### config.mk
export PLATFORM = sky130hd
export DESIGN_NAME = tsb_ctrl
export DESIGN_NICKNAME = d
export VERILOG_FILES = /design/src/design/tsb_pkg.sv /design/src/design/tsb_ctrl.sv
export SDC_FILE = /design/constraint.sdc
export NUM_CORES = 1
export LEC_CHECK = 0
export BUFFER_PORTS_ARGS = -buffer_cell sky130_fd_sc_hd__buf_2
export CAP_MARGIN = 0
export CORE_AREA = 10 10 47 49
export CTS_CLUSTER_SIZE = 12
export DETAILED_ROUTE_END_ITERATION = 8
export DIE_AREA = 0 0 57 59
export PLACE_DENSITY = 0.52
export SLEW_MARGIN = 10
export SYNTH_ARGS = -nofsm -noshare
export SYNTH_HDL_FRONTEND = slang
export SYNTH_SLANG_ARGS = --single-unit
### constraint.sdc
create_clock -name clk_i -period 1.5 [get_ports clk_i]
set_input_delay 0.225 -clock clk_i [delete_from_list [all_inputs] [get_ports clk_i]]
set_output_delay 0.225 -clock clk_i [all_outputs]
set_load 0.01 [all_outputs]
### src/design/tsb_pkg.sv
// Shared types and constants for the text screen blitter.
`timescale 1ns / 1ps
package tsb_pkg;
  localparam int ScreenRows = 25;
  localparam int ScreenCols = 80;
  localparam int Depth      = ScreenRows * ScreenCols;
  localparam int AddrW      = $clog2(Depth);
  localparam logic [7:0] SpaceChar = 8'h20;

  typedef enum logic [2:0] {
    KIND_PLOT  = 3'd0,
    KIND_HFILL = 3'd1,
    KIND_VFILL = 3'd2,
    KIND_COPY  = 3'd3,
    KIND_MOVE  = 3'd4,
    KIND_READ  = 3'd5
  } kind_e;

  typedef struct packed {
    logic [2:0] kind;
    logic [4:0] row;
    logic [6:0] col;
    logic [7:0] ch;
    logic [6:0] run_length;
    logic [4:0] block_height;
    logic [6:0] block_width;
    logic [4:0] dest_row;
    logic [6:0] dest_col;
  } in_word_t;

  typedef struct packed {
    logic [7:0] cell_value;
    logic [2:0] done_kind;
  } out_word_t;

  typedef enum logic [2:0] {
    ST_CLEAR, ST_IDLE, ST_FILL, ST_SNAP, ST_DRAIN, ST_PUT, ST_READ, ST_DONE
  } state_e;

  typedef struct packed {
    logic clr_step;  // clear sweep step
    logic load;      // take input word
    logic fill_step;
    logic snap_step;
    logic put_step;
    logic rd_step;
    logic out_load;
  } cmd_t;

  typedef struct packed {
    logic clr_last;
    logic fill_last;
    logic blk_last;
    logic zero_size;
  } sts_t;
endpackage

### src/design/tsb_ctrl.sv
// Command sequencer for the text screen blitter.
`timescale 1ns / 1ps
module tsb_ctrl (
  input  logic                     clk_i,
  input  logic                     rst_ni,
  input  logic                     in_valid_i,
  input  tsb_pkg::kind_e           in_kind_i,
  input  logic                     out_busy_i,
  input  tsb_pkg::sts_t            sts_i,
  output tsb_pkg::cmd_t            cmd_o,
  output logic                     in_ready_o
);
  import tsb_pkg::*;
  state_e state_q, state_d;

  always_ff @(posedge clk_i or negedge rst_ni) begin
    if (!rst_ni) begin
      state_q <= ST_CLEAR;
    end else begin
      state_q <= state_d;
    end
  end

  always_comb begin
    state_d    = state_q;
    cmd_o      = '0;
    in_ready_o = 1'b0;
    case (state_q)
      ST_CLEAR: begin
        cmd_o.clr_step = 1'b1;
        if (sts_i.clr_last) state_d = ST_IDLE;
      end
      ST_IDLE: begin
        in_ready_o = 1'b1;
        if (in_valid_i) begin
          cmd_o.load = 1'b1;
          case (in_kind_i)
            KIND_PLOT, KIND_HFILL, KIND_VFILL: state_d = ST_FILL;
            KIND_COPY, KIND_MOVE:              state_d = ST_SNAP;
            KIND_READ:                         state_d = ST_READ;
            default:                           state_d = ST_DONE;
          endcase
        end
      end
      ST_FILL: begin
        if (sts_i.zero_size) state_d = ST_DONE;
        else begin
          cmd_o.fill_step = 1'b1;
          if (sts_i.fill_last) state_d = ST_DONE;
        end
      end
      ST_SNAP: begin
        if (sts_i.zero_size) state_d = ST_DONE;
        else begin
          cmd_o.snap_step = 1'b1;
          if (sts_i.blk_last) state_d = ST_DRAIN;
        end
      end
      ST_DRAIN: state_d = ST_PUT;
      ST_PUT: begin
        cmd_o.put_step = 1'b1;
        if (sts_i.blk_last) state_d = ST_DONE;
      end
      ST_READ: begin
        cmd_o.rd_step = 1'b1;
        state_d = ST_DONE;
      end
      ST_DONE: begin
        if (!out_busy_i) begin
          cmd_o.out_load = 1'b1;
          state_d = ST_IDLE;
        end
      end
      default: state_d = ST_IDLE;
    endcase
  end
endmodule

==> results by group <==
Pwr
  – Maximum vdd ir drop: between 0.0006 and 0.0007 V
  – Total Power: ~0.94 mW
  – LEAKAGE: roughly 0.25 nW
  – PwrDens: a little under 2000 nW/µm²

Floorplanning
  – Die Y: about 59 µm
  – Die footprint: 3360 µm²
  – Num rows: 14
  – Core ar.: 1400 µm²
  – I/O pins: 19
  – Starting Density: between 20 and 25%
  – Chip width: 57 µm

Synthesis
  – #FFs+latches synth: 3
  – Ys Warns: 0
  – Xor/xnor cell area share of the yosys netlist: 0%
  – Seq/Total Area, Yosys: about a quarter
  – Syn Inst Count: 40
  – Synth unique cells: 25
  – Largest family of logic cells by synthesized area: compound AO/OA/AOI/OAI gates
  – Synth Area in Simple Gates: a little over a quarter
  – Post-Synth Adder-Cell Area: 0%
  – Proportion of synthesized area in mux cells: around 15%
  – Syn avg cell area: around 8.0 µm²
  – Compound-Gate Fraction of Synth Area: about a quarter
  – Synthesized cell area: between 300 and 400 µm²
  – Syn_nets: 51

Critical path
  – Slowest CP cell: dfrtp_2
  – WP buf/inv: 1
  – Startpoint Class: flop
  – Worst Setup End Kind: flop
  – Max incr delay on CP: roughly 450 ps
  – Worst path top cell family by delay: flip-flops
  – Critical path class: reg -> reg
  – Critical path required time: around 1600 ps
  – Critical Path AT: about 1500 ps
  – Worst-path fanout max: 5
  – Cell chain of the critical path: buf_4 > nor3_1 > a31oi_2 > nand2_1 > mux2_4

Hold path
  – Hold WC Path Type: in -> async

Layout
  – Final Core Density: approximately a third
  – Area grow syn2layout: 52.2%
  – Commonest cells after routing, fill and taps aside: buf_2, nand2_1
  – Fin nets: 75
  – Commonest non-fill, non-tap cell in the layout: buf_2
  – Ant. Diodes: 0
  – Sequential cell area: 78.8 µm²
  – # fillers: between 150 and 200
  – Non-filler cells, final: between 70 and 80
  – Top Registers: state_q (3)
  – Largest register FFs: 3
  – Layout cell share with drive strength beyond 1: between 50% and 60%
  – Multi-input logic area: about 220 µm²
  – Largest register by flop count: state_q

GRT
  – Global route total overflow: 0
  – GR Util met1: under 10%
  – Met3 Track Usage GR: less than 1%
  – Most congested layer reported by global routing: met2
  – Gr usage total: about 5.7%
  – Largest net degree at the start of global routing: 11
  – Met2 usage: under 10%
  – Initial antenna violation count: 0
  – Vias in the first global route: 397
  – First-pass GRT wire length: 1.62 mm

STA
  – Clock skew: 4.57 ps
  – Hold Slack: 323 ps
  – Final Hold Viols: 0
  – Fin crit share: 94.8%
  – Relative slew slack: between 70% and 80%
  – Slew Viols, Final: 0
  – Least-Margin Pin Slew: 314 ps
  – Post-layout minimum cycle time: 1420 ps
  – Setup violators final: 0
  – Fmax: around 0.7 GHz

Clock tree
  – Worst-path clk slew: about 40 ps
  – Clock buffer count from CTS: 3
  – Root Buffer: clkbuf_4
  – # clock sinks: 3
  – CTS Buffer Depth: 2
  – Clk_lat worst skew: approximately 230 ps
  – CTS H-Tree Depth: 1
  – TritonCTS clock tree: done

Placed design
  – Routability cong.: between 0.7 and 0.8
  – # port buffers: 18
  – Post-Place Cells: 73
  – Detail Placement HPWL: 775 µm

Drt
  – Vias: between 300 and 400
  – Starting DRT DRC Count: 5
  – Post-Route WL: 992 µm
  – DR vias/cell: just under 5
  – Drt wl/cell: around 13 µm
  – DR DRC count: 0
  – DRT Pass-1 Iters: 4
  – Antenna viol nets, final: 0

Status
  – Status: complete, no violations

Flow run
  – Maximum Capacitance Violations: 0
metrics by stage:
stage                     cell area, µm²  TNS, ps  setup WS [ps]
after floorplan                      319        0            195
after global placement               428        0           61.3
after detailed placement             428        0            125
after CTS                            464        0           13.1
after global routing                 485    -17.3          -14.4
final                                485        0           78.0
final cells by class:
cell class / instances / area share, %
clock buffer: 4 / 5.41
inverter: 3 / 2.84
multi-input combinational: 31 / 46.1
sequential: 3 / 16.2
tap: 16 / 4.12
timing repair buffer: 22 / 25.3
where the power goes:
group / internal, mW / leakage, nW / switching [mW]
combinational: 0.295 / 0.209 / 0.283
clock: 0.0998 / 0.0150 / 0.0433
sequential: 0.130 / 0.0299 / 0.0912
total: 0.524 / 0.254 / 0.418
Yosys cell counts:
library cell / count / area, µm²
nand2_1: 4 / 15.0
nor2_1: 4 / 15.0
dfrtp_1: 3 / 75.1
inv_1: 3 / 11.3
nor3_1: 3 / 15.0
mux2_2: 2 / 22.5
nor3b_1: 2 / 15.0
o21ai_0: 2 / 10.0
a21boi_1: 1 / 7.51
a31oi_2: 1 / 12.5
and2_1: 1 / 6.26
and3_1: 1 / 6.26
buf_2: 1 / 5.00
buf_4: 1 / 7.51
clkbuf_1: 1 / 3.75
mux2_4: 1 / 15.0
mux2i_1: 1 / 10.0
nand2b_1: 1 / 6.26
nand3_1: 1 / 5.00
o2111a_1: 1 / 11.3
o211a_1: 1 / 10.0
o211ai_1: 1 / 7.51
o21ai_1: 1 / 5.00
o22ai_2: 1 / 12.5
o311ai_0: 1 / 8.76
worst paths after layout:
kind,start,depth (start not counted),endpoint,slack [ps]
worst max-delay path,state_q[2],5,state_q[1],80
worst min-delay path,rst_ni,2,state_q[0],320
worst max register to register,state_q[2],5,state_q[1],80
worst min register to register,state_q[1],1,state_q[1],620
max in group asynchronous,rst_ni,2,state_q[1],1060
min in group clk_i,sts_i[1],3,state_q[0],370
kinds of logic after synthesis:
family                 after synthesis
and+or+nand+nor                     17
DFF                                  3
muxes                                4
AOI/OAI and AO/OA                   10
buffers and inverters                6
layer usage:
metal	up-vias	part of all wire, %
met3	0	3.9
met2	17	55
li1	189	-
met5	-	0
met4	0	0
met1	174	41
what timing repair did:
action | CTS | global route
pin swaps | 0 | 0
endpoints found under the setup margin | 1 | 4
endpoints found under the hold margin | 3 | 0
hold buffers | 1 | 0
setup buffers | 0 | 1
cloned | 0 | 0
gates resized for setup | 1 | 6
Note: power is estimated with default switching activity, not from simulation.
